--- config.mk ---
export PLATFORM = sky130hd
export DESIGN_NAME = rrr_queue
export DESIGN_NICKNAME = d
export VERILOG_FILES = /design/src/rtl/ray_reflect_refract_top_defines.svh /design/src/rtl/rrr_pkg.sv /design/src/rtl/rrr_queue.sv
export SDC_FILE = /design/constraint.sdc
export NUM_CORES = 1
export LEC_CHECK = 0
export BUFFER_PORTS_ARGS = -buffer_cell sky130_fd_sc_hd__buf_2
export CAP_MARGIN = 30
export CORE_ASPECT_RATIO = 0.7
export CORE_UTILIZATION = 57
export CTS_CLUSTER_DIAMETER = 150
export CTS_CLUSTER_SIZE = 14
export DETAILED_ROUTE_END_ITERATION = 16
export GPL_ROUTABILITY_DRIVEN = 0
export PLACE_DENSITY = 0.85
export SLEW_MARGIN = 30
export SYNTH_ARGS = -nofsm -noshare
export SYNTH_HDL_FRONTEND = slang
export SYNTH_SLANG_ARGS = --single-unit
--- constraint.sdc ---
create_clock -name clock -period 9.7 [get_ports clock]
set_input_delay 1.94 -clock clock [delete_from_list [all_inputs] [get_ports clock]]
set_output_delay 1.94 -clock clock [all_outputs]
set_load 0.01 [all_outputs]
--- src/rtl/ray_reflect_refract_top_defines.svh ---
// Assertion macros for the ray reflect/refract block.
// Used by ray_reflect_refract_top; expects signals named clock and reset in scope.
`ifndef RAY_REFLECT_REFRACT_TOP_DEFINES_SVH
`define RAY_REFLECT_REFRACT_TOP_DEFINES_SVH

// Same-cycle implication, masked during reset.
`define RRR_ASSERT_NOW(lbl, ante, cons, msg) \
   lbl: assert property (@(posedge clock) disable iff (reset) (ante) |-> (cons)) \
      else $error(msg);

// Next-cycle implication, masked during reset.
`define RRR_ASSERT_NEXT(lbl, ante, cons, msg) \
   lbl: assert property (@(posedge clock) disable iff (reset) (ante) |=> (cons)) \
      else $error(msg);

`endif

--- src/rtl/rrr_pkg.sv ---
// Shared types and constants for the ray reflect/refract block.
// No dependencies; imported by every rrr_ module and the top level.
package rrr_pkg;

   localparam int ETA_W        = 25;
   localparam int DOT_W        = 33;
   localparam int QDEPTH       = 4;
   localparam int QPTR_W       = $clog2(QDEPTH);
   localparam int RECIP_STEPS  = 25;
   localparam int RECIP_CNT_W  = $clog2(RECIP_STEPS + 1);

   localparam logic [15:0]      INDEX_RESET  = 16'd4096;
   localparam logic [47:0]      COLOUR_RESET = 48'd0;
   localparam logic [ETA_W-1:0] RECIP_RESET  = 25'd4096;

   typedef enum logic [0:0] {
      CSR_REFRACTIVE_INDEX = 1'b0,
      CSR_OBJECT_COLOUR    = 1'b1
   } csr_index_type;

   typedef struct packed {
      logic               req_type;
      logic signed [15:0] dir_x;
      logic signed [15:0] dir_y;
      logic signed [15:0] dir_z;
      logic signed [15:0] norm_x;
      logic signed [15:0] norm_y;
      logic signed [15:0] norm_z;
      logic [59:0]        hit_point;
      logic [47:0]        ray_colour;
      logic [7:0]         ray_level;
   } rrr_req_type;

   typedef struct packed {
      logic [59:0]        new_origin;
      logic signed [15:0] new_dir_x;
      logic signed [15:0] new_dir_y;
      logic signed [15:0] new_dir_z;
      logic [47:0]        new_colour;
      logic [7:0]         new_level;
      logic               total_reflection;
   } rrr_rsp_type;

   // Classified request handed from front to back.
   typedef struct packed {
      rrr_req_type              req;
      logic signed [DOT_W-1:0]  dot;
      logic [ETA_W-1:0]         eta;
   } rrr_mid_type;

endpackage

--- src/rtl/rrr_queue.sv ---
// Short queue of classified requests between front and back.
// Depends on rrr_pkg.
module rrr_queue (
   input  logic                 clock,
   input  logic                 reset,
   input  logic                 push,
   input  rrr_pkg::rrr_mid_type data_in,
   output logic                 ready,
   output logic                 valid,
   output rrr_pkg::rrr_mid_type data_out,
   input  logic                 pop
);
   import rrr_pkg::*;

   rrr_mid_type       mem_ff [QDEPTH];
   logic [QPTR_W-1:0] wr_ptr_ff, rd_ptr_ff;
   logic [QPTR_W:0]   count_ff, count_in;
   logic              do_push, do_pop;

   assign ready    = count_ff != (QPTR_W+1)'(QDEPTH);
   assign valid    = count_ff != '0;
   assign data_out = mem_ff[rd_ptr_ff];
   assign do_push  = push && ready;
   assign do_pop   = pop && valid;

   always_comb begin
      count_in = count_ff;
      if (do_push && !do_pop) begin
         count_in = count_ff + (QPTR_W+1)'(1);
      end else if (do_pop && !do_push) begin
         count_in = count_ff - (QPTR_W+1)'(1);
      end
   end

   always_ff @(posedge clock) begin
      if (reset) begin
         wr_ptr_ff <= '0;
         rd_ptr_ff <= '0;
         count_ff  <= '0;
      end else begin
         count_ff <= count_in;
         if (do_push) begin
            wr_ptr_ff <= wr_ptr_ff + QPTR_W'(1);
         end
         if (do_pop) begin
            rd_ptr_ff <= rd_ptr_ff + QPTR_W'(1);
         end
      end
      if (do_push) begin
         mem_ff[wr_ptr_ff] <= data_in;
      end
   end

endmodule

## After elaboration in Yosys (flattened, before gate mapping)

Memories as Yosys holds them, arrays and structs flattened. A register that Yosys moved wholly into a read port is not among the register bits.
Cells that the tools add are included.

- Equality and inequality tests: 1
- Muxes and demuxes: 6
- Reduce and logical (&&, ||, !) cells: 8
- Add/subtract/negate cells: 4

Operators with widths:

| operator | number |
|---|---|
| $mux 3 | 2 |
| $add 2x1->2 const B | 2 |
| $logic_and 1x1->1 | 4 |
| $mux 2 | 2 |
| $add 3x1->3 const B | 1 |
| $ne 3x3->1 const B | 1 |
| $reduce_bool 3->1 | 1 |
| $sub 3x1->3 const B | 1 |
| $logic_not 1->1 | 2 |
| $mux 1 | 2 |
| $reduce_bool 2->1 | 1 |

- Input port bits: 275
- Register bits after elaboration: 7
- Logic and storage cells: 23
- Memories kept: 1
- Output and inout port bits: 273
- Memory bits (writable): 1084

Memory list:

| memory | words | bits a word | rd ports | clocked after memory_dff | wr ports | RTL line | source |
|---|---|---|---|---|---|---|---|
| mem_ff | 4 | 271 | 1 | 1 | 1 | rrr_queue.sv:15 | `rrr_mid_type mem_ff [QDEPTH];` |

## Depth between registers and ports, before layout

- Word-level depth: 6
- Depth in mapped cells: 8
- Gate-level depth less buffers: 8

## Least setup slack after synthesis

No wires, ideal clock.

- Path type: input to register
- Start: input port push
- End: memory mem_ff[1][0] (netlist bit) (enable)
- Cell stages on the path: 2
- Data arrival time: 8397 ps
- Required time: 9033 ps
- Library setup time: 667 ps
- Setup slack: 637 ps
- Path buffers: 0
- Cell sequence: a21boi_2 > and2_1

- Longest elaborated chain between the ends: 3

Ends and longest elaborated chain:

| item | RTL line | source |
|---|---|---|
| start, declared | rrr_queue.sv:6 | `input logic push,` |
| $logic_and 1x1->1 | rrr_queue.sv:23 | `assign do_push = push && ready;` |
| $mux 1 | rrr_queue.sv:49 | `if (do_push) begin` |
| $mux 1 (not written as such) | rrr_queue.sv:50 | `mem_ff[wr_ptr_ff] <= data_in;` |
| end, declared | rrr_queue.sv:15 |  |

No other way between the ends.

==> results.json <==
{
  "status": "completed",
  "coreArea_um2": 68400,
  "core.rowCount": 80,
  "fin_nets": 2344,
  "yosys-top-cells-area": "edfxtp_1 (82%), mux4_2 (15%), buf_6 (0.60%), dfxtp_1 (0.46%), buf_2 (0.35%)",
  "synth-async-reset-ratio": 0,
  "dr_wl_met2_mm": 43.6,
  "post_dp_cell_area_um2": 43300,
  "synth_area_per_cell_um2": 27.0,
  "synth.net_count": 1744,
  "dp_hpwl_mm": 47.9,
  "crit_type": "reg -> out",
  "detail-route-antenna-nets": 0,
  "synth_flop_cell": "edfxtp_1",
  "hold_buffers": 0,
  "cts_resized": 0,
  "cts-root-buf": "clkbuf_16",
  "hold_path_depth": 2,
  "fmax_mhz": 190,
  "seqCellArea_um2": 32700,
  "area.growth.synth_to_final_pct": 16.0,
  "ir_drop_mv": 0.206,
  "synth_edf_count": 1084,
  "clkLatencyLatePin_ns": 0.63,
  "leakage_uw": 0.0151,
  "cts_buffers": 88,
  "yosysUniqueCellTypes": 23,
  "wl_met1_mm": 30.5,
  "fillCellCount": 4033,
  "met3WireLength_mm": 7.72,
  "crit_arrival_ns": 3.34,
  "dr.first_iter.drc_count": 1673,
  "fin_hold_ws_ns": 0.544,
  "relSlewSlack": 0.350,
  "route.vias.total": 18100,
  "cts.path.max_buffers": 3,
  "antenna_found_initial": 30,
  "grt_start_max_net_pins": 146,
  "worst_hold_path_type": "reg -> reg",
  "p_per_area_nw_per_um2": 261,
  "timing.final.crit_share": 0.544,
  "period_needed_ns": 5.28,
  "slew_viol_final": 0,
  "synthCells": 1463,
  "routed.top_layer": "met5",
  "postCtsSetupRepairBufs": 0,
  "syn_area_um2": 39500,
  "end_kind": "output port",
  "ys_seq_area_frac": 0.828,
  "dieArea_um2": 70400,
  "cp_max_fo": 48,
  "drv_cap": 0,
  "fin_util": 0.671,
  "drc_errors": 0,
  "fin_skew_ns": 0.0201,
  "drtPass1Iterations": 5,
  "viasPerCell": 6.04,
  "tns_ns": 0,
  "die_h_um": 222,
  "routed_wl_mm": 83.8,
  "dieWidth_um": 317,
  "hold_viol": 0,
  "io_buffers": 547,
  "start_util": 0.578,
  "synth_top_area_cell": "edfxtp_1",
  "rr_worst_depth": 6,
  "finalInstanceArea_um2": 45900,
  "tightestPinTransition_ns": 0.975,
  "final_cell_mix": "edfxtp_1 (1084), buf_2 (547), mux4_2 (271)",
  "grt_pass1_vias": 19100,
  "cts_tree": "done",
  "htree_levels": 3,
  "multi_input_area_um2": 6380,
  "groute.usage.overall": 0.236,
  "cts.sinks": 1093,
  "ys_ff_latch": 1093,
  "grt_setup_unrepaired": "false",
  "setup_viol": 0,
  "drive_gt1_frac": 0.455,
  "layout_commonest_cell": "edfxtp_1",
  "wl_per_cell_um": 27.9,
  "grt_pass1_wl_mm": 121,
  "yosysWarnings": 0,
  "synth_top_area_frac": 0.823,
  "r2r_slack_ns": 6.43,
  "worstSetupStartpointType": "flop",
  "cp.required_ns": 7.76,
  "globalRouteOverflowTotal": 0,
  "cts.reportedPaths.clkPinSlew_ns": 0.06,
  "boundaryPins": 548
}
[stage by stage]
| step | setup WS, ns | total power (µW) | instances |
|---|---|---|---|
| finish | 4.42 | 12000 | 2998 |
| CTS | 4.39 | 12000 | 2974 |
| global route | 4.32 | 12400 | 2993 |
| detailed placement | 5.06 | 8820 | 2869 |
| floorplan | 0.637 | 7910 | 1463 |
| global placement | 4.73 | 8720 | 2867 |
[registers in the layout, summed over array words and instances (netlist names), named ones only]
name	flops
wr_ptr_ff	2
count_ff	3
mem_ff	1084
rd_ptr_ff	2
[critical path, cell delays in order (launching register included)]
cell     delay (ns)
dfxtp_4        0.69
buf_4          0.58
buf_4          0.70
mux4_2         0.46
buf_2          0.16
[where the power goes]
part,internal [µW],switching (µW)
clock,1680,1520
sequential,5730,176
combinational,1320,1540
[synth_stat cells (3+ instances only)]
master    number
inv_1          3
and2_1         4
mux4_2       271
buf_2         28
edfxtp_1    1084
buf_6         21
nor2_1         8
ha_1           5
clkbuf_1      11
dfxtp_1        9
xor2_1         4
[cell families (layout without fill, tap and decap cells)]
| family | Yosys count | count (layout) | synth area share |
|---|---|---|---|
| flip-flops | 1093 | 1093 | 0.828 |
| multiplexers | 274 | 274 | 0.155 |
| buffers and inverters | 64 | 679 | 0.0110 |
| AND/OR/NAND/NOR | 17 | 17 | 0.00212 |
| adder cells (fa/ha/maj) | 6 | 6 | 0.00209 |
| AO/OA/AOI/OAI | 5 | 5 | 0.000949 |
| XOR/XNOR | 4 | 4 | 0.000886 |
| other | 0 | 18 | 0 |
[cell type report]
class / instances / share of cell area
diodes: 18 / 0.000982
clock buffers: 100 / 0.0504
clock inverters: 5 / 0.00194
inverters: 3 / 0.000245
multi-input cells: 306 / 0.139
flip-flops and latches: 1093 / 0.714
well taps: 902 / 0.0246
repair buffers: 571 / 0.0690
[per-layer routing]
| metal | up-vias | track usage |
|---|---|---|
| met5 | - | 0 |
| met4 | 28 | 0.0772 |
| met3 | 156 | 0.0748 |
| met2 | 898 | 0.395 |
| met1 | 9478 | 0.295 |
| li1 | 7553 | - |
[final timing paths]
| kind | start | to |
|---|---|---|
| worst max register to register | count_ff[1] | mem_ff[1][111] |
| worst min register to register | rd_ptr_ff[1] | flop |
| worst max-delay path | flop | data_out[195] |
| worst min-delay path | rd_ptr_ff[1] | flop |
No activity file was read; power rests on OpenSTA's default activity.
