## src/rtl/ray_reflect_refract_top_defines.svh

```systemverilog
// Assertion macros for the ray reflect/refract block.
// Used by ray_reflect_refract_top; expects signals named clock and reset in scope.
`ifndef RAY_REFLECT_REFRACT_TOP_DEFINES_SVH
`define RAY_REFLECT_REFRACT_TOP_DEFINES_SVH

// Same-cycle implication, masked during reset.
`define RRR_ASSERT_NOW(lbl, ante, cons, msg) \
   lbl: assert property (@(posedge clock) disable iff (reset) (ante) |-> (cons)) \
      else $error(msg);

// Next-cycle implication, masked during reset.
`define RRR_ASSERT_NEXT(lbl, ante, cons, msg) \
   lbl: assert property (@(posedge clock) disable iff (reset) (ante) |=> (cons)) \
      else $error(msg);

`endif

```

## src/rtl/rrr_pkg.sv

```systemverilog
// Shared types and constants for the ray reflect/refract block.
// No dependencies; imported by every rrr_ module and the top level.
package rrr_pkg;

   localparam int ETA_W        = 25;
   localparam int DOT_W        = 33;
   localparam int QDEPTH       = 4;
   localparam int QPTR_W       = $clog2(QDEPTH);
   localparam int RECIP_STEPS  = 25;
   localparam int RECIP_CNT_W  = $clog2(RECIP_STEPS + 1);

   localparam logic [15:0]      INDEX_RESET  = 16'd4096;
   localparam logic [47:0]      COLOUR_RESET = 48'd0;
   localparam logic [ETA_W-1:0] RECIP_RESET  = 25'd4096;

   typedef enum logic [0:0] {
      CSR_REFRACTIVE_INDEX = 1'b0,
      CSR_OBJECT_COLOUR    = 1'b1
   } csr_index_type;

   typedef struct packed {
      logic               req_type;
      logic signed [15:0] dir_x;
      logic signed [15:0] dir_y;
      logic signed [15:0] dir_z;
      logic signed [15:0] norm_x;
      logic signed [15:0] norm_y;
      logic signed [15:0] norm_z;
      logic [59:0]        hit_point;
      logic [47:0]        ray_colour;
      logic [7:0]         ray_level;
   } rrr_req_type;

   typedef struct packed {
      logic [59:0]        new_origin;
      logic signed [15:0] new_dir_x;
      logic signed [15:0] new_dir_y;
      logic signed [15:0] new_dir_z;
      logic [47:0]        new_colour;
      logic [7:0]         new_level;
      logic               total_reflection;
   } rrr_rsp_type;

   // Classified request handed from front to back.
   typedef struct packed {
      rrr_req_type              req;
      logic signed [DOT_W-1:0]  dot;
      logic [ETA_W-1:0]         eta;
   } rrr_mid_type;

endpackage

```

## src/rtl/rrr_front.sv

```systemverilog
// Front end: takes requests, forms the dot product and selects eta.
// Depends on rrr_pkg; feeds rrr_queue.
module rrr_front (
   input  logic                      clock,
   input  logic                      reset,
   input  logic                      req_push,
   output logic                      req_full,
   input  rrr_pkg::rrr_req_type      req_data,
   input  logic                      recip_busy,
   input  logic [15:0]               refractive_index,
   input  logic [rrr_pkg::ETA_W-1:0] recip,
   input  logic                      q_ready,
   output logic                      q_push,
   output rrr_pkg::rrr_mid_type      q_data
);
   import rrr_pkg::*;

   logic        f_valid_ff, f_valid_in;
   rrr_req_type f_req_ff;
   logic        accept;
   logic signed [DOT_W-1:0] dot;

   assign req_full   = recip_busy || (f_valid_ff && !q_ready);
   assign accept     = req_push && !req_full;
   assign f_valid_in = accept || (f_valid_ff && !q_ready);
   assign q_push     = f_valid_ff && q_ready;

   always_comb begin
      dot = DOT_W'(f_req_ff.dir_x) * DOT_W'(f_req_ff.norm_x)
          + DOT_W'(f_req_ff.dir_y) * DOT_W'(f_req_ff.norm_y)
          + DOT_W'(f_req_ff.dir_z) * DOT_W'(f_req_ff.norm_z);
      q_data.req = f_req_ff;
      q_data.dot = dot;
      // leaving the dense side uses the index itself, entering uses its reciprocal
      q_data.eta = (dot > 0) ? ETA_W'(refractive_index) : recip;
   end

   always_ff @(posedge clock) begin
      if (reset) begin
         f_valid_ff <= 1'b0;
      end else begin
         f_valid_ff <= f_valid_in;
      end
      if (accept) begin
         f_req_ff <= req_data;
      end
   end

endmodule

```

## config.mk

```make
export PLATFORM = sky130hd
export DESIGN_NAME = rrr_front
export DESIGN_NICKNAME = d
export VERILOG_FILES = /design/src/rtl/ray_reflect_refract_top_defines.svh /design/src/rtl/rrr_pkg.sv /design/src/rtl/rrr_front.sv
export SDC_FILE = /design/constraint.sdc
export NUM_CORES = 2
export LEC_CHECK = 0
export ABC_AREA = 0
export CORE_ASPECT_RATIO = 0.6
export CORE_MARGIN = 2
export CORE_UTILIZATION = 45
export DETAILED_ROUTE_END_ITERATION = 10
export DONT_BUFFER_PORTS = 1
export PLACE_DENSITY_LB_ADDON = 0.05
export SLEW_MARGIN = 20
export SYNTH_ARGS = -nofsm -noshare
export SYNTH_HDL_FRONTEND = slang
export SYNTH_SLANG_ARGS = --single-unit
```

## constraint.sdc

```tcl
create_clock -name clock -period 21 [get_ports clock]
set_input_delay 3.15 -clock clock [delete_from_list [all_inputs] [get_ports clock]]
set_output_delay 3.15 -clock clock [all_outputs]
set_load 0.02 [all_outputs]
```

# Yosys cells after proc, flatten, opt, wreduce, memory -nomap -nowiden
# Index checks and enable logic that the tools add are counted.
[word_totals] ff_bits=214 in_bits=259 out_inout_bits=273 elab_cells=25
[op_classes] n_addsub=2 multipliers=3 n_lt_le_gt_ge=1 n_mux=1 reduce_logical=7
[op_table] operator="16-bit by 16-bit multiplier with 32-bit output" count=3
[op_table] operator="32-bit by 32-bit adder with 33-bit output" count=1
[op_table] operator="33-bit by 32-bit adder with 33-bit output" count=1
[op_table] operator="33-bit by 1-bit > comparator with 1-bit output, second input constant" count=1
[op_table] operator="25-bit two-way mux" count=1
[op_table] operator="1-bit logical AND" count=3
[op_table] operator="1-bit zero test" count=2
[op_table] operator="1-bit logical OR" count=2

# Longest topological paths before layout
[depth] ltp_word=6 ltp_mapped=31

# Worst setup path after synthesis
# No wires, ideal clock.
[synth_timing] kind="register -> output" startpoint="register f_req_ff, in the netlist q_data[237]" endpoint="output port q_data[10] (netlist name)" arrival_time_ns=9.441 setup_slack_ns=8.409 stages_incl_launch_ff=29 n_path_buf=3 path_cell_list="edfxtp_1 > clkbuf_1 > nand2_1 > fa_1 > fa_1 > inv_1 > fa_1 > fa_1 > inv_1 > fa_1 > inv_1 > fa_1 > fa_1 > fa_1 > inv_1 > fa_1 > inv_1 > ha_1 > clkbuf_1 > nand2_1 > nor3_1 > nand2_1 > o21a_1 > o211a_1 > o311ai_0 > nor3_1 > a31oi_4 > buf_6 > mux2_4"
[synth_rtl] item="start, declared" line_no="rrr_front.sv:19" text="rrr_req_type f_req_ff;"
[synth_rtl] item="start signal, assigned" line_no="rrr_front.sv:45" text="f_req_ff <= req_data;"
[synth_rtl] item="end, declared" line_no="rrr_front.sv:14" text="output rrr_pkg::rrr_mid_type q_data"

==> run summary <==
Status = completed
Setup skew after layout = 0.0335 ns
Met1 usage = 0.335
Synthesized-area fraction occupied by adder cells = 0.555
Most common cell after layout, fill and taps aside = inv_1
Via count = 23.3k
Post-synthesis mux area share = 0.00642
Main combinational cell family by area after synthesis = adder cells
PortBufs = 0
Die area = 85900 um2
Distinct cell type count after synthesis = 69
Worst setup EP type = output port
Met2 usage = 0.378
Vias/cell = 5.01
TNS Setup = 0 ns
Crit path to = q_data[20]
Post-CTS Hold Fix Bufs = 0
GR Util met3 = 0.0427
Synth Area in XOR/XNOR = 0.0110
RSZ-0062 raised after global routing = false
Final Net Count = 4910
Ys Warns = 0
Final min period = 14.66 ns
Critical path required time = 17.85 ns
Highest clock rate = 68.2 MHz
Io pins = 532
Worst reg2reg path depth = 5
GR Util All Layers = 0.233
Synth Register Bits = 214
CTS buffer count = 22
Final Max Tran Viols = 0
Final setup fails = 0
Worst hold path type = reg -> reg
Period Utilization, post-route = 0.698
1st-iter DRT viols = 1245
Syn Inst Count = 3561
Drt pass-1 iters = 5
Post-synth EDFFs = 213
Wire length per cell = 20.5 um
Detailed Place HPWL = 82.9 mm
Slew @ Worst Pin = 1.09 ns
Total gr overflow = 0
GP Congestion = 0.904
Antenna violations before repair = 3
Vias in the first global route = 26.4k
Mean Syn Cell Area = 10.6 um2
Core region area = 83100 um2
Worst Setup SP = q_data[175]$_DFFE_PP_
CTS tree = yes
DIE HEIGHT = 228 um
Resized cells post-CTS = 0
First-pass GRT wire length = 153 mm
Post-synth ARST share = 0
Worst r2r src = f_valid_ff$_SDFF_PP0_
Die Span X = 377 um
Final hold viol count = 0
GR peak layer = met2
Simple-Gate Fraction of Synth Area = 0.120
Largest net degree at the start of global routing = 128
Root buffer cell = clkbuf_16
Compound-gate portion of the synthesized area = 0.0198
WP data arrival = 11.51 ns
Setup Crit Path Kind = reg -> out
ANT nets after route = 0
Clk sinks = 214
Synth Cell Area = 37600 um2
Initial Utilization = 0.452
Critical R2R Capture = q_data[91]$_DFFE_PP_
Crit path launch type = flop
Post-CTS setup buffer count = 0
Max Cap Viol = 0
Max FO, Critical Path = 25
Commonest non-fill, non-tap cells in the layout = inv_1, fa_1, nand2_1, and2_1, edfxtp_1
Row count = 82
Fraction of layout cells with a size suffix above 1 = 0.0360
Layout Area Growth over Synthesis = 5.74%
CTS H-tree depth = 1
Sequential area share after synthesis = 0.171
Synth Flop Type = edfxtp_1
FF-to-FF setup slack = 18.65 ns
N_diodes = 0
# DRC = 0
Total wire length = 95.2 mm
Worst skew pair latency = 0.59 ns
Rel. slew slack = 0.272
Worst hold stages = 2
Maximum root-to-sink buffer count = 3
Clock transition at path regs = 0.06 ns
Synth Net Count = 4935
[logic make-up (layout without fill, tap and decap cells)]
group / Yosys count / count (layout)
flops: 214 / 214
fa+ha+maj: 1115 / 1115
simple gates: 890 / 890
xor+xnor: 47 / 47
mux: 18 / 18
buf+inv: 1171 / 1161
compound gates: 106 / 106
[registers in the layout (all words and copies together) (netlist names)]
signal and cells:
q_data 213, f_valid_ff 1
[critical path, stage by stage (launching register included)]
cell,delay [ns]
edfxtp_1,0.86
nand2_1,0.84
fa_1,0.75
fa_1,0.54
inv_1,0.05
fa_1,0.47
inv_1,0.05
fa_1,0.53
inv_1,0.05
fa_1,0.48
fa_1,0.59
fa_1,0.44
fa_1,0.50
inv_1,0.05
fa_1,0.47
inv_1,0.05
ha_1,0.54
and4_1,0.40
o2111ai_1,0.14
a21oi_1,0.58
o21ai_0,0.46
a21oi_1,0.38
xnor2_1,0.25
nor3_1,0.58
a31oi_4,0.14
buf_4,0.28
nor2b_1,0.41
[metrics by stage]
step,hold WS (ns),instance area [um2],std cells,utilization,worst slack (ns)
after floorplan,0.450,37600,3561,-,8.41
after global placement,0.466,39000,4604,0.469,7.09
after detailed placement,0.471,39000,4604,0.469,6.92
after CTS,0.485,39700,4643,0.478,6.31
after global routing,0.524,39700,4643,0.478,5.93
final,0.481,39700,4643,0.478,6.34
[metal layers]
metal / vias to the layer above / share of wire
li1: 10200 / -
met1: 12400 / 0.44
met2: 630 / 0.48
met3: 63 / 0.061
met4: 0 / 0.015
met5: - / 0
[worst min path at each step]
stage / from / end
after CTS: f_valid_ff$_SDFF_PP0_ / f_valid_ff$_SDFF_PP0_
after global placement: f_valid_ff$_SDFF_PP0_ / f_valid_ff$_SDFF_PP0_
after global routing: f_valid_ff$_SDFF_PP0_ / f_valid_ff$_SDFF_PP0_
after floorplan: f_valid_ff$_SDFF_PP0_ / f_valid_ff$_SDFF_PP0_
after detailed placement: f_valid_ff$_SDFF_PP0_ / f_valid_ff$_SDFF_PP0_
final: f_valid_ff$_SDFF_PP0_ / f_valid_ff$_SDFF_PP0_
[cells in the mapped netlist, types with 4 or more instances]
| master | count | area, um2 |
|---|---|---|
| a21o_1 | 9 | 67.6 |
| a21oi_1 | 29 | 145 |
| a31oi_1 | 4 | 25.0 |
| and2_1 | 341 | 2130 |
| clkbuf_1 | 102 | 383 |
| edfxtp_1 | 213 | 6400 |
| fa_1 | 918 | 18400 |
| ha_1 | 197 | 2460 |
| inv_1 | 1062 | 3990 |
| mux2_2 | 5 | 56.3 |
| mux2_4 | 11 | 165 |
| nand2_1 | 408 | 1530 |
| nand2b_1 | 29 | 181 |
| nand3_1 | 13 | 65.1 |
| nand4_1 | 4 | 25.0 |
| nor2_1 | 27 | 101 |
| nor2b_1 | 27 | 169 |
| nor3_1 | 11 | 55.1 |
| o2111ai_1 | 4 | 35.0 |
| o21a_1 | 8 | 60.1 |
| o21ai_0 | 16 | 80.1 |
| or4_1 | 5 | 37.5 |
| xnor2_1 | 39 | 342 |
| xor2_1 | 8 | 70.1 |
[layout make-up]
class / instances / area, um2
clock buffer: 24 / 558
clock inverter: 15 / 178
fill: 7926 / 43400
inverter: 1063 / 4000
multi-input combinational: 2176 / 26800
sequential: 214 / 6420
tap: 1092 / 1370
timing repair buffer: 59 / 455
Power is not shown: default switching activity piles up to over one toggle a cycle in this logic, so the estimate is an artifact.
