## src/rtl/ray_reflect_refract_top_defines.svh

```systemverilog
// Assertion macros for the ray reflect/refract block.
// Used by ray_reflect_refract_top; expects signals named clock and reset in scope.
`ifndef RAY_REFLECT_REFRACT_TOP_DEFINES_SVH
`define RAY_REFLECT_REFRACT_TOP_DEFINES_SVH

// Same-cycle implication, masked during reset.
`define RRR_ASSERT_NOW(lbl, ante, cons, msg) \
   lbl: assert property (@(posedge clock) disable iff (reset) (ante) |-> (cons)) \
      else $error(msg);

// Next-cycle implication, masked during reset.
`define RRR_ASSERT_NEXT(lbl, ante, cons, msg) \
   lbl: assert property (@(posedge clock) disable iff (reset) (ante) |=> (cons)) \
      else $error(msg);

`endif

```

## src/rtl/rrr_pkg.sv

```systemverilog
// Shared types and constants for the ray reflect/refract block.
// No dependencies; imported by every rrr_ module and the top level.
package rrr_pkg;

   localparam int ETA_W        = 25;
   localparam int DOT_W        = 33;
   localparam int QDEPTH       = 4;
   localparam int QPTR_W       = $clog2(QDEPTH);
   localparam int RECIP_STEPS  = 25;
   localparam int RECIP_CNT_W  = $clog2(RECIP_STEPS + 1);

   localparam logic [15:0]      INDEX_RESET  = 16'd4096;
   localparam logic [47:0]      COLOUR_RESET = 48'd0;
   localparam logic [ETA_W-1:0] RECIP_RESET  = 25'd4096;

   typedef enum logic [0:0] {
      CSR_REFRACTIVE_INDEX = 1'b0,
      CSR_OBJECT_COLOUR    = 1'b1
   } csr_index_type;

   typedef struct packed {
      logic               req_type;
      logic signed [15:0] dir_x;
      logic signed [15:0] dir_y;
      logic signed [15:0] dir_z;
      logic signed [15:0] norm_x;
      logic signed [15:0] norm_y;
      logic signed [15:0] norm_z;
      logic [59:0]        hit_point;
      logic [47:0]        ray_colour;
      logic [7:0]         ray_level;
   } rrr_req_type;

   typedef struct packed {
      logic [59:0]        new_origin;
      logic signed [15:0] new_dir_x;
      logic signed [15:0] new_dir_y;
      logic signed [15:0] new_dir_z;
      logic [47:0]        new_colour;
      logic [7:0]         new_level;
      logic               total_reflection;
   } rrr_rsp_type;

   // Classified request handed from front to back.
   typedef struct packed {
      rrr_req_type              req;
      logic signed [DOT_W-1:0]  dot;
      logic [ETA_W-1:0]         eta;
   } rrr_mid_type;

endpackage

```

## src/rtl/rrr_recip.sv

```systemverilog
// Iterative reciprocal of the refractive index, round(2^24 / index), one bit a cycle.
// Depends on rrr_pkg.
module rrr_recip (
   input  logic                      clock,
   input  logic                      reset,
   input  logic                      start,
   input  logic [15:0]               divisor,
   output logic                      busy,
   output logic [rrr_pkg::ETA_W-1:0] quot
);
   import rrr_pkg::*;

   logic [RECIP_CNT_W-1:0] cnt_ff, cnt_in;
   logic [15:0]            dv_ff, dv_in;
   logic [ETA_W-1:0]       num_ff, num_in;
   logic [15:0]            rem_ff, rem_in;
   logic [ETA_W-1:0]       q_ff, q_in;
   logic [ETA_W-1:0]       quot_ff, quot_in;
   logic [16:0]            rem_sh;
   logic                   ge;
   logic [15:0]            dv_start;

   always_comb begin
      dv_start = (divisor == 16'd0) ? 16'd1 : divisor;
      rem_sh   = {rem_ff, num_ff[ETA_W-1]};
      ge       = rem_sh >= {1'b0, dv_ff};
      cnt_in   = cnt_ff;
      dv_in    = dv_ff;
      num_in   = num_ff;
      rem_in   = rem_ff;
      q_in     = q_ff;
      quot_in  = quot_ff;
      if (start) begin
         cnt_in = RECIP_CNT_W'(RECIP_STEPS);
         dv_in  = dv_start;
         num_in = (ETA_W'(1) << 24) + ETA_W'(dv_start >> 1);
         rem_in = 16'd0;
      end else if (busy) begin
         cnt_in = cnt_ff - RECIP_CNT_W'(1);
         num_in = {num_ff[ETA_W-2:0], 1'b0};
         rem_in = ge ? 16'(rem_sh - {1'b0, dv_ff}) : rem_sh[15:0];
         q_in   = {q_ff[ETA_W-2:0], ge};
         if (cnt_ff == RECIP_CNT_W'(1)) begin
            quot_in = {q_ff[ETA_W-2:0], ge};
         end
      end
   end

   always_ff @(posedge clock) begin
      if (reset) begin
         cnt_ff  <= '0;
         quot_ff <= RECIP_RESET;
      end else begin
         cnt_ff  <= cnt_in;
         quot_ff <= quot_in;
      end
      dv_ff  <= dv_in;
      num_ff <= num_in;
      rem_ff <= rem_in;
      q_ff   <= q_in;
   end

   assign busy = cnt_ff != '0;
   assign quot = quot_ff;

endmodule

```

## config.mk

```make
export PLATFORM = sky130hd
export DESIGN_NAME = rrr_recip
export DESIGN_NICKNAME = d
export VERILOG_FILES = /design/src/rtl/ray_reflect_refract_top_defines.svh /design/src/rtl/rrr_pkg.sv /design/src/rtl/rrr_recip.sv
export SDC_FILE = /design/constraint.sdc
export NUM_CORES = 1
export LEC_CHECK = 0
export ABC_AREA = 0
export BUFFER_PORTS_ARGS = -buffer_cell sky130_fd_sc_hd__buf_2
export CAP_MARGIN = 40
export CELL_PAD_IN_SITES_DETAIL_PLACEMENT = 1
export CELL_PAD_IN_SITES_GLOBAL_PLACEMENT = 2
export CORE_MARGIN = 2
export CORE_UTILIZATION = 40
export CTS_BUF_LIST = sky130_fd_sc_hd__clkbuf_4
export DETAILED_ROUTE_END_ITERATION = 10
export GPL_ROUTABILITY_DRIVEN = 1
export PLACE_DENSITY = 0.77
export SLEW_MARGIN = 15
export SYNTH_ARGS = -nofsm -noshare
export SYNTH_HDL_FRONTEND = slang
export SYNTH_SLANG_ARGS = --single-unit
export TNS_END_PERCENT = 100
```

## constraint.sdc

```tcl
create_clock -name clock -period 2.8 [get_ports clock]
set_input_delay 0.7 -clock clock [delete_from_list [all_inputs] [get_ports clock]]
set_output_delay 0.7 -clock clock [all_outputs]
set_load 0.01 [all_outputs]
```

Yosys cells after proc, flatten, opt, wreduce, memory -nomap -nowiden
Index checks and enable logic that the tools add are counted.

Output and inout bits: 26. Memory bits (writable): 0. Memories: 0. ROM bits: 0. Register bits after elaboration: 111. Latch bits: 0.

Muxes and demuxes: 6. Multipliers: 0. Bitwise gates (word level): 1. Div/mod/pow operators: 0. Shifts and indexed selects: 0. $lt $le $gt $ge: 1. Reductions and logical operators: 6. Equal/unequal tests: 1. Add/subtract/negate cells: 3.

Operators by type and width (count): two-way mux 25 bit (2); two-way mux 16 bit (2); adder 25 x 15 -> 25 bit (first input constant) (1); greater-or-equal comparator 17 x 16 -> 1 bit (1); zero test 16 bit (1); subtractor 16 bit (1); two-way mux 5 bit (2); == test 5 x 1 -> 1 bit (second input constant) (1); nonzero test 5 bit (1); subtractor 5 x 1 -> 5 bit (second input constant) (1); AND reduction 3 bit (1); AND reduction 2 bit (1); nonzero test 2 bit (1); OR reduction 2 bit (1); NOT 1 bit (1).

Depth between registers and ports, before layout
Gate-level depths: netlist of the first run.

Depth in word-level cells: 4. Mapped depth: 9.

Worst setup path after synthesis of the first run
No wires, ideal clock.

Kind: in2reg. Start point: input port start. End point: register rem_ff[14]. Arrival: 2.469 ns. Slack: 0.248 ns. Required time: 2.716 ns. Buffers on the path: 1. Stages on the path: 4. Path through: clkbuf_1 -> nor2_1 -> o21ai_0 -> o221ai_1.

RTL lines: from (decl) (RTL line rrr_recip.sv:6) `input logic start,`; to (signal assigned) (RTL line rrr_recip.sv:59) `rem_ff <= rem_in;`; to (decl) (RTL line rrr_recip.sv:16) `logic [15:0] rem_ff, rem_in;`.

Final worst setup path of the first run
Start point: register dv_ff[1]. End point: register rem_ff[9].

Word-level cells in the longest chain between the ends: 2. Elaborated cells between the ends (all ways): 3. Classes of those cells: add/sub (1); order compare (1); mux (1).

RTL lines: from (decl) (RTL line rrr_recip.sv:14) `logic [15:0] dv_ff, dv_in;`; from (signal assigned) (RTL line rrr_recip.sv:57) `dv_ff <= dv_in;`; subtractor 16 bit / greater-or-equal comparator 17 x 16 -> 1 bit (equally long branches) (RTL line rrr_recip.sv:41, rrr_recip.sv:26); two-way mux 16 bit (*) (RTL line rrr_recip.sv:41) `rem_in = ge ? 16'(rem_sh - {1'b0, dv_ff}) : rem_sh[15:0];`.

Every way passes the cells marked *; elsewhere a longest branch is shown, timed or not. A chain may end at the register's enable or synchronous reset.

==> impl_metrics.py, run 1 <==
metrics = {
    "placed_design": {
        "gp_congestion": 0.808,
        "dpl.hpwl_mm": 8.61,
        "port_buffers": 44,
        "pre_cts_slack_ns": 0.0699,
        "placed_cells": 681,
    },
    "layout": {
        "antenna_cells": 0,
        "stdcell_count": 699,
        "final_common_cell": "edfxtp_1",
        "layout_common_cells": "edfxtp_1 (65), nand2_1 (63), dfxtp_1 (46)",
        "finalNetCount": 562,
        "drive_gt1_share_pct": 19.9,
        "area_delta_synth_final_pct": 12.5,
        "final_util_pct": 45.7,
    },
    "global_routing": {
        "grt_pass1_wl_mm": 19.4,
        "antenna_found_initial": 0,
        "grt_pass1_vias": 3647,
        "grt.total_usage_pct": 19.0,
        "grt_overflow": 0,
        "grt_max_degree": 31,
    },
    "clock_tree": {
        "insertion_delay_ns": 0.50,
        "cts_tree": "built",
        "clockBufferDepth": 2,
        "cts-root-buf": "clkbuf_4",
        "cts_made_buffers": 9,
        "path_clk_slew_ns": 0.17,
        "cts_sinks": 111,
        "htree_levels": 3,
    },
    "pwr": {
        "powerDensity_nw_per_um2": 778,
        "vdd_drop_max_mv": 0.495,
        "p_leak_uw": 0.00225,
    },
    "routing": {
        "wl_per_cell_um": 17.4,
        "drt_pre_antenna_iters": 4,
        "wl_mm": 12.2,
        "detail_route.iter0.violations": 234,
        "num_vias": 3699,
        "drcViolationCount": 0,
        "post_drt_via_cell_ratio": 5.29,
        "ant_nets": 0,
    },
    "setup_path": {
        "critPathMaxStageDelay_ns": 0.47,
        "path_cells": "inv_1, ha_1, nand2b_1, a211o_1, a211o_4, a221o_2, a221o_1, a311oi_1",
        "arrival_ns": 3.13,
        "cp.required_ns": 3.22,
        "cp_slowest_cell": "a221o_2",
        "critical_path_class": "reg2reg",
        "start_kind": "flip-flop",
        "crit_fanout": 8,
        "cp-end-kind": "flip-flop",
    },
    "yosys": {
        "ys_async_sr_fraction_pct": 0,
        "syn-cell-area_um2": 5090,
        "netlist_instances": 482,
        "synthFlopType": "edfxtp_1",
        "synth_nets": 521,
        "yosysWarnings": 0,
        "netlist-cell-type-count": 52,
        "synth_edf_count": 65,
        "synth.avg_cell_area_um2": 10.6,
        "synth_seq_cells": 111,
        "synth-seq-area-share_pct": 56.4,
    },
    "sta": {
        "period_share_pct": 96.6,
        "min_period_ns": 2.71,
        "layout_setup_ws_ns": 0.0941,
        "max_freq_mhz": 370,
        "whs_ns": 0.402,
        "tightest_slew_ns": 0.593,
        "maxSlewHeadroom_pct": 60.5,
        "skew_ns": 0.0156,
        "setup_tns_ns": 0,
        "finalMaxSlewViolations": 0,
        "hold_viol_final": 0,
        "setup_violations": 0,
    },
    "floorplan": {
        "start_util_pct": 40.7,
        "core_um2": 12500,
        "ioPinCount": 45,
        "die_w_um": 117,
        "die_h_um": 117,
        "fp-row-count": 41,
        "die_area_um2": 13600,
    },
    "min_path": {
        "min_path_type": "in2reg",
    },
    "flow_run": {
        "maxCapViolCount": 0,
    },
    "run_status": {
        "status": "finished clean",
    },
}
## stage by stage
stage / instance area [um^2] / total power, uW
after CTS: 5680 / 4460
after global placement: 5540 / 3570
final: 5720 / 4460
after global routing: 5720 / 4740
after detailed placement: 5540 / 3620
after floorplan: 5090 / 3160
## worst max-delay path: cells and delay by family (launching register included)
| kind | cells | cell delay [ns] |
|---|---|---|
| buffers and inverters | 1 | 0.06 |
| AO/OA/AOI/OAI | 5 | 1.79 |
| AND/OR/NAND/NOR | 1 | 0.08 |
| adder cells (fa/ha/maj) | 1 | 0.29 |
| flip-flops | 1 | 0.42 |
## sequential cells by signal, indices dropped and copies added, names as in the netlist
| name | cells |
|---|---|
| num_ff | 25 |
| quot | 25 |
| q_ff | 24 |
| dv_ff | 16 |
| rem_ff | 16 |
| cnt_ff | 5 |
## power by group
group,internal (uW),switching [uW]
Combinational,612,882
Sequential,1980,142
Clock,296,543
## cells by family after synthesis
logic type | Yosys count | share of synthesized area [%]
AO/OA/AOI/OAI | 109 | 14.4
XOR/XNOR | 10 | 1.72
adder cells (fa/ha/maj) | 20 | 5.06
AND/OR/NAND/NOR | 160 | 14.8
multiplexers | 15 | 3.29
buffers and inverters | 57 | 4.28
flip-flops | 111 | 56.4
## path summary, 6_finish.rpt
check                                 start        end  slack [ns]  cells past startpoint
worst min register to register      quot[8]    quot[8]        0.46                      2
worst max-delay path               dv_ff[1]  rem_ff[9]        0.09                      8
worst max register to register     dv_ff[1]  rem_ff[9]        0.09                      8
worst min-delay path            divisor[13]  dv_ff[13]        0.40                      1
## layout make-up
type	instances	area (um^2)
clock buffers	11	82.6
multi-input cells	314	2020
well taps	172	215
repair buffers	66	398
flip-flops and latches	111	2870
clock inverters	4	53.8
fillers	1422	6790
inverters	21	78.8
## cells in the mapped netlist, types with 2 or more instances
master / number / share of area [%]
a311oi_1: 8 / 1.4
o21ai_1: 2 / 0.20
or2_2: 3 / 0.37
o211ai_1: 8 / 1.2
ha_1: 19 / 4.7
edfxtp_1: 65 / 38
nand3b_1: 5 / 0.74
a211o_1: 5 / 0.86
nand2b_1: 5 / 0.61
xor2_1: 2 / 0.34
a21o_1: 6 / 0.88
a21oi_1: 36 / 3.5
nand3_1: 9 / 0.88
clkbuf_1: 35 / 2.6
mux2_2: 14 / 3.1
o311a_1: 3 / 0.59
or3_1: 7 / 0.86
nand4_1: 2 / 0.25
a211oi_1: 6 / 0.88
nor4_1: 5 / 0.61
nand2_1: 63 / 4.6
inv_1: 20 / 1.5
dfxtp_1: 46 / 18
nor2b_1: 11 / 1.4
o2111ai_1: 2 / 0.34
and2_1: 2 / 0.25
o21ai_0: 13 / 1.3
nor3b_1: 2 / 0.29
nor3_1: 9 / 0.88
o221ai_1: 2 / 0.34
a221o_1: 2 / 0.39
xnor2_1: 8 / 1.4
nor2_1: 34 / 2.5
a31oi_1: 5 / 0.61
## metal layers
layer	up-vias	wire length [um]	track usage [%]	part of all wire, %
met5	-	0	0	0
met4	0	238	7.92	2.0
met3	18	337	3.35	2.8
met2	54	5740	29.9	47
met1	1800	5840	26.0	48
li1	1827	-	-	-
## what timing repair did
item | in CTS | in global routing
hold buffers | 0 | 0
endpoints found under the hold margin | 0 | 0
buffers inserted | 0 | 3
setup endpoints to repair | 0 | 12
resized for setup | 0 | 4
No activity file was read; power rests on OpenSTA's default activity.
==> run 2: changes to the inputs <==
--- a/config.mk
+++ b/config.mk
@@ -13,9 +13,11 @@
 export CORE_MARGIN = 2
 export CORE_UTILIZATION = 40
 export CTS_BUF_LIST = sky130_fd_sc_hd__clkbuf_4
+export CTS_CLUSTER_DIAMETER = 100
 export DETAILED_ROUTE_END_ITERATION = 10
 export GPL_ROUTABILITY_DRIVEN = 1
 export PLACE_DENSITY = 0.77
+export REMOVE_ABC_BUFFERS = 1
 export SLEW_MARGIN = 15
 export SYNTH_ARGS = -nofsm -noshare
 export SYNTH_HDL_FRONTEND = slang
==> run 2 against run 1 <==
  * Sequential power is essentially flat
  * Final cell count shrank 0.72%
  * Critical path type unchanged
  * Register-to-register slack gained 0.05 ns
  * Die area is the same
==> impl_metrics.py, run 2 (synthesis results as in run 1) <==
metrics = {
    "run_status": {
        "status": "finished clean",
    },
    "clock_tree": {
        "cts_tree": "built",
        "cts_sinks": 111,
        "cts-root-buf": "clkbuf_4",
        "path_clk_slew_ns": 0.17,
        "cts_made_buffers": 9,
        "post-cts-setup-buffers": 0,
        "htree_levels": 3,
        "insertion_delay_ns": 0.49,
        "cts_hold_buffers": 0,
        "clockBufferDepth": 2,
        "cts_resized": 0,
    },
    "global_routing": {
        "grt.total_usage_pct": 18.9,
        "grt_overflow": 0,
        "grt_pass1_vias": 3861,
        "grt_max_degree": 32,
        "antenna_found_initial": 0,
        "grt_pass1_wl_mm": 19.7,
    },
    "placed_design": {
        "port_buffers": 44,
        "pre_cts_slack_ns": 0.197,
        "dpl_cell_area_um2": 5510,
        "placed_cells": 678,
        "dpl.hpwl_mm": 8.64,
        "gp_congestion": 0.898,
    },
    "pwr": {
        "clkPwrFrac_pct": 17.3,
        "switching_share_pct": 35.6,
        "pwr-share-seq_pct": 49.3,
        "p_int_uw": 2780,
        "comb_power_share_pct": 33.3,
        "netSwitchingPower_uw": 1530,
        "p_leak_uw": 0.00221,
        "vdd_drop_max_mv": 0.424,
        "powerDensity_nw_per_um2": 764,
    },
    "floorplan": {
        "die_area_um2": 13600,
        "die_w_um": 117,
        "start_util_pct": 40.7,
        "fp-row-count": 41,
        "die_h_um": 117,
        "core_um2": 12500,
        "ioPinCount": 45,
    },
    "min_path": {
        "min_path_type": "in2reg",
    },
    "sta": {
        "tightest_slew_ns": 0.586,
        "finalMaxSlewViolations": 0,
        "maxSlewHeadroom_pct": 60.9,
        "hold_viol_final": 0,
        "grt_setup_unrepaired": "yes",
        "whs_ns": 0.409,
        "layout_setup_ws_ns": 0.141,
        "skew_ns": 0.0222,
        "setup_violations": 0,
        "max_freq_mhz": 376,
        "period_share_pct": 94.9,
        "min_period_ns": 2.66,
        "setup_tns_ns": 0,
    },
    "routing": {
        "drcViolationCount": 0,
        "wl_per_cell_um": 17.1,
        "drt_pre_antenna_iters": 4,
        "post_drt_via_cell_ratio": 5.26,
        "num_vias": 3652,
        "wl_mm": 11.8,
        "detail_route.iter0.violations": 159,
        "ant_nets": 0,
    },
    "setup_path": {
        "critical_path_class": "reg2reg",
        "arrival_ns": 3.05,
        "crit_fanout": 6,
        "start_kind": "flip-flop",
        "cp-end-kind": "flip-flop",
        "cp.required_ns": 3.19,
    },
    "layout": {
        "finalNetCount": 556,
        "stdcell_count": 694,
        "drive_gt1_share_pct": 18.6,
        "design_area_um2": 5640,
        "area_delta_synth_final_pct": 10.8,
        "final_common_cell": "edfxtp_1",
        "layout_common_cells": "edfxtp_1 (65), nand2_1 (63), dfxtp_1 (46)",
        "antenna_cells": 0,
    },
    "flow_run": {
        "maxCapViolCount": 0,
    },
}
[run 2: critical path, cell delays in order (launching register included)]
cell and delay, ns:
edfxtp_1 0.41, inv_1 0.06, ha_1 0.29, nand2b_1 0.08, a211o_1 0.32, a211o_1 0.36
a221o_1 0.42, a221o_1 0.37, a311oi_1 0.25
[run 2: metrics by stage]
| step | util, % | power [uW] |
|---|---|---|
| after global routing | 45.1 | 4630 |
| after detailed placement | 44.0 | 3590 |
| after global placement | 44.0 | 3570 |
| after CTS | 45.0 | 4350 |
| after floorplan | - | 3120 |
| final | 45.1 | 4310 |
[run 2: final timing paths]
kind	from	to	slack [ns]	cells after the start
worst min-delay path	divisor[11]	dv_ff[11]	0.41	1
worst max register to register	dv_ff[1]	rem_ff[9]	0.14	8
worst min register to register	quot[24]	quot[24]	0.46	2
worst max-delay path	dv_ff[1]	rem_ff[9]	0.14	8
[run 2: layout make-up]
type	count	area, um^2
well taps	172	215
flip-flops and latches	111	2870
multi-input cells	314	2010
fillers	1437	6880
repair buffers	60	340
clock buffers	10	75.1
inverters	21	78.8
clock inverters	6	53.8
[run 2: power groups by stage]
stage | Sequential, uW | Clock [uW] | Combinational (uW)
final | 2130 | 748 | 1440
after global placement | 2160 | 0 | 1410
after global routing | 2150 | 842 | 1630
after floorplan | 2110 | 0 | 1010
after CTS | 2130 | 782 | 1440
after detailed placement | 2170 | 0 | 1430
[run 2: per-layer routing]
layer  wire length [um]  track usage [%]
met5                  0                0
met4                178             6.04
met3                266             3.35
met2               5750             31.3
met1               5650             25.3
